<file path="config.mk">
export PLATFORM = sky130hd
export DESIGN_NAME = waypoint_bang_bang_steering
export DESIGN_NICKNAME = d
export VERILOG_FILES = /design/src/rtl/core/wbbs_pkg.sv /design/src/rtl/core/wbbs_ram.sv /design/src/rtl/core/wbbs_cordic.sv /design/src/rtl/core/waypoint_bang_bang_steering.sv
export SDC_FILE = /design/constraint.sdc
export NUM_CORES = 2
export LEC_CHECK = 0
export BUFFER_PORTS_ARGS = -buffer_cell sky130_fd_sc_hd__buf_2
export CORE_MARGIN = 1.5
export CORE_UTILIZATION = 25
export CTS_BUF_LIST = sky130_fd_sc_hd__clkbuf_2
export DETAILED_ROUTE_END_ITERATION = 6
export MAX_ROUTING_LAYER = met4
export PLACE_DENSITY = 0.52
export SYNTH_ARGS = -nofsm -noshare
export SYNTH_HDL_FRONTEND = slang
export SYNTH_SLANG_ARGS = --single-unit
</file>
<file path="constraint.sdc">
create_clock -name clk -period 7.45 [get_ports clk]
set_input_delay 0.745 -clock clk [delete_from_list [all_inputs] [get_ports clk]]
set_output_delay 0.745 -clock clk [all_outputs]
set_load 0.02 [all_outputs]
</file>
<file path="src/rtl/core/wbbs_pkg.sv">
`default_nettype none
package wbbs_pkg;

  // defaults for the top-level parameters
  localparam int WAYPOINT_DEPTH_DEF = 64;
  localparam int CORDIC_STEPS_DEF   = 16;

  // CORDIC datapath
  localparam int CORDIC_FRAC = 8;        // dx, dy scaled by 2^8
  localparam int CORDIC_XW   = 28;       // signed x/y register width
  localparam int STEP_W      = 5;        // step counter, up to 24 steps
  localparam int PROD_W      = 43;       // 27-bit magnitude x 16-bit gain
  localparam int DIST_W      = 17;
  localparam logic [15:0] CORDIC_GAIN_INV = 16'd39797;
  localparam logic [DIST_W-1:0] DIST_SAT  = 17'd131071;

  // configuration register indexes
  localparam logic [2:0] REG_ARRIVAL_RADIUS   = 3'd0;
  localparam logic [2:0] REG_FENCE_X_MIN      = 3'd1;
  localparam logic [2:0] REG_FENCE_X_MAX      = 3'd2;
  localparam logic [2:0] REG_FENCE_Y_MIN      = 3'd3;
  localparam logic [2:0] REG_FENCE_Y_MAX      = 3'd4;
  localparam logic [2:0] REG_TURN_RATE_MAX    = 3'd5;
  localparam logic [2:0] REG_SPEED_MAX        = 3'd6;
  localparam logic [2:0] REG_HEADING_DEADBAND = 3'd7;

  // configuration reset values
  localparam logic [14:0] RST_ARRIVAL_RADIUS   = 15'd307;
  localparam logic [15:0] RST_FENCE_X_MIN      = 16'hFA8F;  // -1393
  localparam logic [15:0] RST_FENCE_X_MAX      = 16'd2048;
  localparam logic [15:0] RST_FENCE_Y_MIN      = 16'hF8CD;  // -1843
  localparam logic [15:0] RST_FENCE_Y_MAX      = 16'd2048;
  localparam logic [14:0] RST_TURN_RATE_MAX    = 15'd614;
  localparam logic [14:0] RST_SPEED_MAX        = 15'd307;
  localparam logic [14:0] RST_HEADING_DEADBAND = 15'd3277;

  // input opcodes
  localparam logic OP_ADD  = 1'b0;
  localparam logic OP_POSE = 1'b1;

  // result event codes
  localparam logic [1:0] EV_STEER   = 2'd0;
  localparam logic [1:0] EV_REACHED = 2'd1;
  localparam logic [1:0] EV_FENCE   = 2'd2;

  typedef enum logic [1:0] {
    S_IDLE,
    S_LOAD,
    S_CORDIC,
    S_DONE
  } seq_state_t;

  typedef enum logic [1:0] {
    C_IDLE,
    C_ROT,
    C_MUL,
    C_RND
  } cordic_state_t;

  typedef struct packed {
    logic              done;
    logic [DIST_W-1:0] len;
    logic [15:0]       bear;
  } cres_t;

  // atan(2^-i) in 32-bit binary angle
  function automatic logic [31:0] atan_at(input logic [STEP_W-1:0] i);
    logic [31:0] a;
    case (i)
      5'd0:    a = 32'd536870912;
      5'd1:    a = 32'd316933406;
      5'd2:    a = 32'd167458907;
      5'd3:    a = 32'd85004756;
      5'd4:    a = 32'd42667331;
      5'd5:    a = 32'd21354465;
      5'd6:    a = 32'd10679838;
      5'd7:    a = 32'd5340245;
      5'd8:    a = 32'd2670163;
      5'd9:    a = 32'd1335087;
      5'd10:   a = 32'd667544;
      5'd11:   a = 32'd333772;
      5'd12:   a = 32'd166886;
      5'd13:   a = 32'd83443;
      5'd14:   a = 32'd41722;
      5'd15:   a = 32'd20861;
      5'd16:   a = 32'd10430;
      5'd17:   a = 32'd5215;
      5'd18:   a = 32'd2608;
      5'd19:   a = 32'd1304;
      5'd20:   a = 32'd652;
      5'd21:   a = 32'd326;
      5'd22:   a = 32'd163;
      5'd23:   a = 32'd81;
      default: a = 32'd0;
    endcase
    return a;
  endfunction

endpackage
`default_nettype wire

</file>
<file path="src/rtl/core/wbbs_ram.sv">
`default_nettype none
module wbbs_ram #(
  parameter int WIDTH = 32,
  parameter int DEPTH = 64
) (
  input  wire logic                     clk,
  input  wire logic                     we,
  input  wire logic [$clog2(DEPTH)-1:0] waddr,
  input  wire logic [WIDTH-1:0]         wdata,
  input  wire logic [$clog2(DEPTH)-1:0] raddr,
  output logic      [WIDTH-1:0]         rdata
);

  logic [WIDTH-1:0] mem [DEPTH];

  always_ff @(posedge clk) begin
    if (we) begin
      mem[waddr] <= wdata;
    end
    rdata <= mem[raddr];
  end

endmodule
`default_nettype wire

</file>
<file path="src/rtl/core/wbbs_cordic.sv">
`default_nettype none
module wbbs_cordic #(
  parameter int CORDIC_STEPS = wbbs_pkg::CORDIC_STEPS_DEF
) (
  input  wire logic                 clk,
  input  wire logic                 rst,
  input  wire logic                 start,
  input  wire logic signed [16:0]   dx,
  input  wire logic signed [16:0]   dy,
  output wbbs_pkg::cres_t           res
);
  import wbbs_pkg::*;

  localparam logic [STEP_W-1:0] LAST_STEP = STEP_W'(CORDIC_STEPS - 1);

  cordic_state_t state, state_next;

  logic signed [CORDIC_XW-1:0] x, y;
  logic [31:0]                 z;
  logic [STEP_W-1:0]           step;
  logic                        zero_vec;
  logic [PROD_W-1:0]           prod;
  logic [DIST_W-1:0]           len;
  logic [15:0]                 bear;
  logic                        done;

  logic signed [CORDIC_XW-1:0] x0, y0, xs, ys;
  logic [CORDIC_XW-2:0]        xmag;
  logic [PROD_W-1:0]           rnd;
  logic [PROD_W-25:0]          dq;
  logic [31:0]                 zr;

  // scale by 2^8
  assign x0   = {{(CORDIC_XW-17-CORDIC_FRAC){dx[16]}}, dx, {CORDIC_FRAC{1'b0}}};
  assign y0   = {{(CORDIC_XW-17-CORDIC_FRAC){dy[16]}}, dy, {CORDIC_FRAC{1'b0}}};
  // shared shifter: floor shift of both coordinates
  assign xs   = x >>> step;
  assign ys   = y >>> step;
  assign xmag = x[CORDIC_XW-1] ? '0 : x[CORDIC_XW-2:0];
  assign rnd  = prod + PROD_W'(32'h0080_0000);
  assign dq   = rnd[PROD_W-1:24];
  assign zr   = z + 32'h0000_8000;

  always_ff @(posedge clk) begin
    if (rst) begin
      state <= C_IDLE;
      done  <= 1'b0;
    end else begin
      state <= state_next;
      done  <= (state == C_RND);
    end
  end

  always_comb begin
    state_next = state;
    case (state)
      C_IDLE:  if (start) state_next = C_ROT;
      C_ROT:   if (step == LAST_STEP) state_next = C_MUL;
      C_MUL:   state_next = C_RND;
      C_RND:   state_next = C_IDLE;
      default: state_next = C_IDLE;
    endcase
  end

  always_ff @(posedge clk) begin
    case (state)
      C_IDLE: begin
        if (start) begin
          zero_vec <= (dx == '0) && (dy == '0);
          step     <= '0;
          // pre-rotate into the right half plane
          if (dx[16]) begin
            x <= -x0;
            y <= -y0;
            z <= 32'h8000_0000;
          end else begin
            x <= x0;
            y <= y0;
            z <= 32'h0;
          end
        end
      end
      C_ROT: begin
        if (!y[CORDIC_XW-1]) begin
          x <= x + ys;
          y <= y - xs;
          z <= z + atan_at(step);
        end else begin
          x <= x - ys;
          y <= y + xs;
          z <= z - atan_at(step);
        end
        step <= step + STEP_W'(1);
      end
      C_MUL: begin
        prod <= PROD_W'(xmag) * PROD_W'(CORDIC_GAIN_INV);
      end
      C_RND: begin
        if (zero_vec) begin
          len  <= '0;
          bear <= '0;
        end else begin
          len  <= (dq > PROD_W'(DIST_SAT)) ? DIST_SAT : dq[DIST_W-1:0];
          bear <= zr[31:16];
        end
      end
      default: ;
    endcase
  end

  assign res.done = done;
  assign res.len  = len;
  assign res.bear = bear;

endmodule
`default_nettype wire

</file>
<file path="src/rtl/core/waypoint_bang_bang_steering.sv">
// Waypoint follower with bang-bang steering.
// Add word: no result; the next word may follow at once.
// Pose word: a fence hit skips the CORDIC and goes from accept to S_DONE; a pose that
// reaches the CORDIC waits on the rotator, which does one step a cycle.
// in_ready is low from the accept of a pose that gives a result until that result is in the output register.
// Reset (rst, sync): store empty, index zero, block asleep, config at its reset values.
`default_nettype none
module waypoint_bang_bang_steering #(
  parameter int WAYPOINT_DEPTH = wbbs_pkg::WAYPOINT_DEPTH_DEF,
  parameter int CORDIC_STEPS   = wbbs_pkg::CORDIC_STEPS_DEF
) (
  input  wire logic               clk,
  input  wire logic               rst,
  // configuration
  input  wire logic               cfg_en,
  input  wire logic [2:0]         cfg_index,
  input  wire logic [15:0]        cfg_data,
  // input words
  input  wire logic               in_valid,
  output logic                    in_ready,
  input  wire logic               op,
  input  wire logic signed [15:0] pos_x,
  input  wire logic signed [15:0] pos_y,
  input  wire logic signed [15:0] heading,
  // result words
  output logic                    out_valid,
  input  wire logic               out_ready,
  output logic [1:0]              event_res,
  output logic signed [15:0]      turn_cmd,
  output logic [14:0]             speed_cmd,
  output logic [16:0]             distance,
  output logic signed [15:0]      bearing,
  output logic signed [15:0]      heading_echo,
  output logic                    all_done
);
  import wbbs_pkg::*;

  localparam int AW = $clog2(WAYPOINT_DEPTH);
  localparam int CW = $clog2(WAYPOINT_DEPTH + 1);

  // ---------------------------------------------------------------
  // Configuration registers
  // ---------------------------------------------------------------
  logic [14:0]        arrival_radius;
  logic signed [15:0] fence_x_min, fence_x_max, fence_y_min, fence_y_max;
  logic [14:0]        turn_rate_max, speed_max, heading_deadband;

  always_ff @(posedge clk) begin
    if (rst) begin
      arrival_radius   <= RST_ARRIVAL_RADIUS;
      fence_x_min      <= RST_FENCE_X_MIN;
      fence_x_max      <= RST_FENCE_X_MAX;
      fence_y_min      <= RST_FENCE_Y_MIN;
      fence_y_max      <= RST_FENCE_Y_MAX;
      turn_rate_max    <= RST_TURN_RATE_MAX;
      speed_max        <= RST_SPEED_MAX;
      heading_deadband <= RST_HEADING_DEADBAND;
    end else if (cfg_en) begin
      case (cfg_index)
        REG_ARRIVAL_RADIUS:   arrival_radius   <= cfg_data[14:0];
        REG_FENCE_X_MIN:      fence_x_min      <= cfg_data;
        REG_FENCE_X_MAX:      fence_x_max      <= cfg_data;
        REG_FENCE_Y_MIN:      fence_y_min      <= cfg_data;
        REG_FENCE_Y_MAX:      fence_y_max      <= cfg_data;
        REG_TURN_RATE_MAX:    turn_rate_max    <= cfg_data[14:0];
        REG_SPEED_MAX:        speed_max        <= cfg_data[14:0];
        REG_HEADING_DEADBAND: heading_deadband <= cfg_data[14:0];
        default: ;
      endcase
    end
  end

  // ---------------------------------------------------------------
  // Sequencer state and waypoint bookkeeping
  // ---------------------------------------------------------------
  seq_state_t state, state_next;

  logic [CW-1:0] wp_count;   // waypoints stored
  logic [CW-1:0] cur_index;  // waypoint being chased
  logic          active;

  // latched pose
  logic signed [15:0] px, py, hd;
  logic               fence_hit;

  logic accept, is_add, is_pose, have_wp, outside, slot_free, load_out;
  logic [CW-1:0] idx_inc;
  logic          last_passed;

  assign accept    = in_valid && in_ready;
  assign is_add    = accept && (op == OP_ADD);
  assign is_pose   = accept && (op == OP_POSE) && active;
  assign have_wp   = (cur_index < wp_count);
  // bounds are inclusive; a crossed fence rejects every pose
  assign outside   = (pos_x < fence_x_min) || (pos_x > fence_x_max) ||
                     (pos_y < fence_y_min) || (pos_y > fence_y_max);
  assign slot_free = !out_valid || out_ready;
  assign load_out  = (state == S_DONE) && slot_free;
  assign idx_inc   = cur_index + CW'(1);
  assign last_passed = (idx_inc >= wp_count);

  assign in_ready = (state == S_IDLE);

  // ---------------------------------------------------------------
  // Waypoint store: x in the low half, y in the high half
  // ---------------------------------------------------------------
  logic          ram_we;
  logic [31:0]   ram_rdata;

  assign ram_we = is_add && (wp_count < CW'(WAYPOINT_DEPTH));

  wbbs_ram #(
    .WIDTH (32),
    .DEPTH (WAYPOINT_DEPTH)
  ) u_store (
    .clk   (clk),
    .we    (ram_we),
    .waddr (wp_count[AW-1:0]),
    .wdata ({pos_y, pos_x}),
    .raddr (cur_index[AW-1:0]),
    .rdata (ram_rdata)
  );

  // ---------------------------------------------------------------
  // CORDIC: vectoring on (waypoint - pose). The read port addresses
  // cur_index all the time, so the entry is in ram_rdata in S_LOAD.
  // ---------------------------------------------------------------
  logic signed [16:0] dx, dy;
  cres_t              cres;

  assign dx = {ram_rdata[15], ram_rdata[15:0]}  - {px[15], px};
  assign dy = {ram_rdata[31], ram_rdata[31:16]} - {py[15], py};

  wbbs_cordic #(
    .CORDIC_STEPS (CORDIC_STEPS)
  ) u_cordic (
    .clk   (clk),
    .rst   (rst),
    .start (state == S_LOAD),
    .dx    (dx),
    .dy    (dy),
    .res   (cres)
  );

  // ---------------------------------------------------------------
  // Result decision
  // ---------------------------------------------------------------
  logic               reached;
  logic [15:0]        err;
  logic signed [16:0] err_ext;
  logic [16:0]        err_mag;
  logic signed [15:0] turn_val;
  logic [15:0]        rate_ext;

  assign reached  = (cres.len < {2'b00, arrival_radius});
  // heading error with natural binary-angle wrap
  assign err      = cres.bear + hd;
  assign err_ext  = {err[15], err};
  assign err_mag  = err[15] ? 17'(-err_ext) : 17'(err_ext);
  assign rate_ext = {1'b0, turn_rate_max};

  always_comb begin
    if (err_mag < {2'b00, heading_deadband}) begin
      turn_val = '0;
    end else if (!err[15] && (err != '0)) begin
      turn_val = rate_ext;
    end else begin
      turn_val = -rate_ext;
    end
  end

  // ---------------------------------------------------------------
  // Sequencer
  // ---------------------------------------------------------------
  always_comb begin
    state_next = state;
    case (state)
      S_IDLE: begin
        if (is_pose && have_wp) begin
          state_next = outside ? S_DONE : S_LOAD;
        end
      end
      S_LOAD:   state_next = S_CORDIC;
      S_CORDIC: if (cres.done) state_next = S_DONE;
      S_DONE:   if (slot_free) state_next = S_IDLE;
      default:  state_next = S_IDLE;
    endcase
  end

  always_ff @(posedge clk) begin
    if (rst) begin
      state     <= S_IDLE;
      wp_count  <= '0;
      cur_index <= '0;
      active    <= 1'b0;
      out_valid <= 1'b0;
    end else begin
      state <= state_next;
      if (ram_we) begin
        wp_count <= wp_count + CW'(1);
      end
      if (is_add) begin
        active <= 1'b1;
      end else if (is_pose && !have_wp) begin
        active <= 1'b0;  // nothing left to chase
      end
      if (load_out && (fence_hit || reached)) begin
        cur_index <= idx_inc;
        if (last_passed) begin
          active <= 1'b0;
        end
      end
      if (load_out) begin
        out_valid <= 1'b1;
      end else if (out_ready) begin
        out_valid <= 1'b0;
      end
    end
  end

  // pose latch
  always_ff @(posedge clk) begin
    if (is_pose && have_wp) begin
      px        <= pos_x;
      py        <= pos_y;
      hd        <= heading;
      fence_hit <= outside;
    end
  end

  // output word register
  always_ff @(posedge clk) begin
    if (load_out) begin
      if (fence_hit) begin
        event_res    <= EV_FENCE;
        turn_cmd     <= '0;
        speed_cmd    <= '0;
        distance     <= '0;
        bearing      <= '0;
        heading_echo <= '0;
        all_done     <= last_passed;
      end else if (reached) begin
        event_res    <= EV_REACHED;
        turn_cmd     <= '0;
        speed_cmd    <= '0;
        distance     <= cres.len;
        bearing      <= cres.bear;
        heading_echo <= hd;
        all_done     <= last_passed;
      end else begin
        event_res    <= EV_STEER;
        turn_cmd     <= turn_val;
        speed_cmd    <= speed_max;
        distance     <= cres.len;
        bearing      <= cres.bear;
        heading_echo <= hd;
        all_done     <= 1'b0;
      end
    end
  end

  // ---------------------------------------------------------------
  // Checks
  // ---------------------------------------------------------------
  a_index_bound: assert property (@(posedge clk) disable iff (rst)
    cur_index <= wp_count)
    else $error("waypoint index ran past the stored count");

  a_count_bound: assert property (@(posedge clk) disable iff (rst)
    wp_count <= CW'(WAYPOINT_DEPTH))
    else $error("waypoint count exceeds store depth");

  a_cordic_done: assert property (@(posedge clk) disable iff (rst)
    cres.done |-> (state == S_CORDIC))
    else $error("CORDIC finished outside its wait state");

  a_out_source: assert property (@(posedge clk) disable iff (rst)
    $rose(out_valid) |-> ($past(state) == S_DONE))
    else $error("result word appeared without a finished pose");

endmodule
`default_nettype wire

</file>
# == Word level (Yosys, flattened, before mapping) ==
# Memory sizes are Yosys's and may differ from the RTL's. A register that Yosys moved wholly into a read port is not among the register bits.
# Cells that the tools add are included.
# W data, S select, Z words.
# totals
register_bits,447
mem_bits_rw,2048
romBits,1920
output_inout_bits,85
wordCells,174
mem_count,3
# classes
add_sub_neg,18
multipliers,1
order_cmp,10
n_eq_ne,19
shifts,2
mux,43
bitwise,1
n_reduce_logical,42
# mem_list
name,words,word_bits,read_ports,rd_ports_with_merged_regs,write_ports,line_no,text
u_store.mem,64,32,1,1,1,wbbs_ram.sv:14,logic [WIDTH-1:0] mem [DEPTH];
(no name shown),32,30,1,1,0,wbbs_pkg.sv:69,case (i)
(no name shown),32,30,1,1,0,wbbs_pkg.sv:69,
# ops
op,n
$mux W32,7
$mux W28,6
$pmux W28 S2,2
$pmux W32 S2,1
$add A28 B28 Y28,2
$neg A25 Y28,2
$sshr A28 B5 Y28,2
$sub A28 B28 Y28,2
$add A43 B24 Y43 const B,1
$mul A27 B16 Y43 const B,1
$logic_not A17 Y1,2
$lt A17 B15 Y1,2
$mux W17,2
$sub A16 B16 Y17,2
$add A32 B16 Y32 const B,1
$add A32 B32 Y32,1
$gt A16 B16 Y1,2
$lt A16 B16 Y1,2
$sub A32 B32 Y32,1
$mux W27,1
$reduce_and A2 Y1,11
$gt A19 B17 Y1 const B,1
$neg A16 Y17,1
$add A16 B16 Y16,1
other kinds (32),80

# == Depth between registers and ports, before layout ==
# logic_depth
word_depth,9
ltp_mapped,29

# == Cells and area by module ==
# A second synthesis with hierarchy kept.
# unflattened
cells_unflattened,7903
hier_area_um2,119891.2
# modules_own_cells
module,n_inst,cells_each,area_each_um2
wbbs_ram,1,3324,78515.3
wbbs_cordic,1,2919,25953.6
waypoint_bang_bang_steering,1,1660,15422.3

# == Worst setup path before layout ==
# OpenSTA, ideal clock, no wires.
# synth_timing
path_kind,reg2reg
from,register cur_index[0]
to,register fence_hit (enable)
setup_time_ns,0.594
t_arrival_ns,7.314
required_ns,6.856
slack_ns,-0.458
stages_incl_launch_ff,13
n_path_buf,3
period_less_slack_ns,7.908
path_cell_list,dfxtp_1 -> clkbuf_1 -> buf_1 -> buf_1 -> inv_1 -> ha_1 -> nor2b_1 -> o21a_1 -> o21a_1 -> o21a_1 -> o21a_1 -> o21ai_0 -> nor4b_1
# synth_via
elab_chain_cells,2
# synth_rtl
item,line_no,text
"start, declared",waypoint_bang_bang_steering.sv:79,logic [CW-1:0] cur_index;
"start signal, assigned",waypoint_bang_bang_steering.sv:208,cur_index <= idx_inc;
$lt A7 B7 Y1,waypoint_bang_bang_steering.sv:93,assign have_wp = (cur_index < wp_count);
$logic_and A1 B1 Y1,waypoint_bang_bang_steering.sv:223,if (is_pose && have_wp) begin
"end signal, assigned",waypoint_bang_bang_steering.sv:227,fence_hit <= outside;
"end, declared",waypoint_bang_bang_steering.sv:84,logic fence_hit;
# Every way passes these cells.
# A chain may end at the register's enable or synchronous reset.

# == Worst setup path in the final report ==
# layout_timing
from,register u_cordic.x[27]
to,register u_cordic.prod[41] (data pin)
# layout_via
elab_chain_cells,2
# layout_rtl
item,line_no,text
"start, declared",wbbs_cordic.sv:18,"logic signed [CORDIC_XW-1:0] x, y;"
"start signal, assigned",wbbs_cordic.sv:73,x <= -x0;
"start signal, assigned",wbbs_cordic.sv:85,x <= x + ys;
"start signal, assigned",wbbs_cordic.sv:89,x <= x - ys;
$mux W27,wbbs_cordic.sv:39,assign xmag = x[CORDIC_XW-1] ? '0 : x[CORDIC_XW-2:0];
$mul A27 B16 Y43,wbbs_cordic.sv:96,prod <= PROD_W'(xmag) * PROD_W'(CORDIC_GAIN_INV);
"end signal, assigned",wbbs_cordic.sv:96,
"end, declared",wbbs_cordic.sv:22,logic [PROD_W-1:0] prod;
# Every way passes these cells.

==> results.tsv <==
metric	value	unit
routed wl met3	20900	um
Setup CP Type	flip-flop to flip-flop	
fin crit share	93.8	%
Fmax	0.143	GHz
worst hold path cell count	2	
cts bufs inserted	623	
Min-Delay Path Class	input port to flip-flop	
grt total ovfl	0	
Reg2Reg Depth	23	
Avg Vias per Cell	4.65	
CP Capture Type	flip-flop	
Final WS setup	0.464	ns
initial antenna violation count	60	
Nets	9045	
Final Skew	0.311	ns
WP data required	9.00	ns
Final Wtd Congestion	0.860	
die area	483000	um^2
sequential share of the synthesized area	61.8	%
Final ANT Viol Nets	0	
CTS max path bufs	4	
core area	476000	um^2
Max Slew Vio Count	0	
Initial Utilization	25.2	%
Detail Placement HPWL	234000	um
flop2flop setup slack	0.46	ns
Most used DFF post-synth	edfxtp_1	
CP arrival	8.54	ns
Area growth syn-to-layout	14.6	%
clock latency on the worst-skew pair	1.90	ns
Hold Crit Endpoint	u_store.mem[60][4]$_DFFE_PP_	
EDFF count, synth	2327	
GRT Total Usage	15.0	%
max cap viols	0	
Setup-failing EPs final	0	
YS warnings	0	
RR Endpoint	u_cordic.prod[41]$_DFFE_PP_	
RSZ-0062 raised after global routing	no	
Worst Setup Start Kind	flip-flop	
post-synthesis net count	8213	
hold path startpoint	pos_x[4]	
#FFs+latches synth	2534	
Clock transition at path regs	0.11	ns
port bufs	157	
Max H-tree Level	6	
met1 WL	157000	um
synth unique cells	103	
async set-reset flop share out of synthesis	0	%
Slew headroom	24.4	%
worst-margin pin slew	1.12	ns
highest metal used	met4	
Post-Place Worst Slack	0.200	ns
num rows	253	
outcome	finished, final reports clean	
Initial DRC Count	6632	
clock tree from TritonCTS	built	
Finished Layout Cells	15300	
first-pass iteration count of the detailed router	5	
die width	695	um
vias in the first global route	73300	
root buf cell	clkbuf_2	
Post-Syn Area	120000	um^2
mean area per synthesized cell	15.8	um^2
setup bufs post-CTS	0	
post-layout util	28.8	%
die height	695	um
clk sinks	2534	
Mapped Cells	7562	
min Tclk post-route	6.99	ns
io pins	158	
Met2 Wirelength	175000	um
WL final	361000	um
WL per Instance	23.7	um
Critical Path Fanout Max	12	
layout cells sized above 1	25.6	%
TNS Setup	0	ns
first-pass GRT wire length	518000	um
Placed Cells	14000	
Worst R2R Start	u_cordic.x[27]$_DFFE_PP_	
drt drc	0	
largest net degree at the start of global routing	128	
final hold viol count	0	
Crit. Startpoint	u_cordic.x[27]$_DFFE_PP_	
Vias	71100	
layer usage:
metal | up-vias | global-route usage [%]
met5 | - | -
met4 | 0 | 4.01
met3 | 498 | 2.34
met2 | 2312 | 24.3
met1 | 37100 | 19.6
li1 | 31200 | -
per-stage QoR:
stage                     hold WS, ns  instance area [um^2]
after floorplan                 0.432                120000
after CTS                    0.000475                137000
after global placement          0.442                130000
after global routing           0.0465                137000
final                           0.241                137000
after detailed placement        0.443                130000
cell usage after synthesis (17+ instances only):
cell / instances / area, um^2
a211o_1: 28 / 245
a211oi_1: 30 / 225
a21o_1: 112 / 841
a21oi_1: 325 / 1630
a31oi_1: 43 / 269
and2_1: 91 / 569
and3_1: 37 / 231
buf_1: 72 / 270
buf_2: 18 / 90.1
clkbuf_1: 248 / 931
dfxtp_1: 207 / 4140
edfxtp_1: 2327 / 69900
fa_1: 164 / 3280
ha_1: 414 / 5180
inv_1: 471 / 1770
mux2_2: 29 / 327
mux2i_1: 74 / 741
mux4_2: 726 / 16400
nand2_1: 464 / 1740
nand2b_1: 42 / 263
nand3_1: 61 / 305
nand3b_1: 32 / 240
nand4_1: 35 / 219
nor2_1: 381 / 1430
nor2b_1: 120 / 751
nor3_1: 66 / 330
nor4_1: 27 / 169
o21a_1: 41 / 308
o21ai_0: 155 / 776
o21bai_1: 21 / 158
or2_2: 17 / 106
xnor2_1: 253 / 2220
xor2_1: 109 / 955
timing repair:
item	in CTS	in global routing
resized for setup	0	2
setup endpoints to repair	0	3
endpoints found under the hold margin	2460	0
hold buffers	171	0
critical path, cell delays in order (launching register included):
cell	delay, ns
edfxtp_1	0.46
inv_1	0.33
buf_4	0.28
nand2_1	0.20
fa_1	0.51
fa_1	0.52
inv_1	0.06
fa_1	0.50
inv_1	0.05
fa_1	0.53
inv_1	0.05
fa_1	0.47
inv_1	0.05
fa_1	0.47
inv_1	0.04
ha_1	0.31
and3_1	0.22
a221oi_1	0.49
o21ai_0	0.22
nor2_1	0.24
o221ai_1	0.19
a21oi_1	0.25
o21bai_1	0.11
xor2_1	0.14
cells by family (layout without fill, tap and decap cells):
logic type                 Yosys count  after routing  share of synthesized area, %
buffers and inverters              839           2146                          2.73
muxes                              839            839                          14.7
xor gates and xnor gates           363            363                          2.67
adders and majority gates          588            588                          7.15
and+or+nand+nor                   1435           1435                          5.78
DFF                               2534           2534                          61.8
other                                0             30                             0
AOI/OAI and AO/OA                  964            964                          5.17
state kept, by name (all words and copies together), names as in the netlist, 17 cells and up, named ones only:
| register | cells |
|---|---|
| u_cordic.len | 17 |
| u_cordic.prod | 20 |
| u_cordic.z | 32 |
| u_store.mem | 2048 |
| u_cordic.y | 28 |
| distance | 17 |
| u_cordic.x | 28 |
| u_store.rdata | 32 |
cell usage in the layout (no fill, tap or decap), types with 74 or more instances in the layout:
cell / instances
a21o_1: 112
a21oi_1: 324
and2_1: 91
buf_2: 156
buf_4: 231
clkbuf_2: 905
clkinv_1: 126
dfxtp_1: 201
dlygate4sd3_1: 167
edfxtp_1: 2327
fa_1: 164
ha_1: 412
inv_1: 469
mux2i_1: 74
mux4_2: 726
nand2_1: 464
nor2_1: 315
nor2b_1: 119
o21ai_0: 155
xnor2_1: 253
xor2_1: 109
worst max path at each step:
stage / endpoint / cells after the start / slack (ns)
floorplan: u_cordic.prod[42]$_DFFE_PP_ / 27 / 0.56
global placement: u_cordic.prod[42]$_DFFE_PP_ / 23 / 0.38
detailed placement: u_cordic.prod[42]$_DFFE_PP_ / 23 / 0.20
CTS: u_cordic.prod[42]$_DFFE_PP_ / 23 / 0.11
global route: u_cordic.prod[41]$_DFFE_PP_ / 23 / 0.03
finish: u_cordic.prod[41]$_DFFE_PP_ / 23 / 0.46
area by class of cell:
| class | instances | area (um^2) |
|---|---|---|
| flip-flops and latches | 2534 | 74000 |
| inverters | 475 | 1790 |
| multi-input cells | 4189 | 43000 |
| clock buffers | 905 | 4530 |
| fillers | 47800 | 339000 |
| diodes | 30 | 75.1 |
| clock inverters | 195 | 1280 |
| well taps | 6375 | 7980 |
| repair buffers | 571 | 4530 |
Power is left out: the tool's default activity adds up to more than one toggle a clock period on the data nets, which glitch-free logic cannot reach.
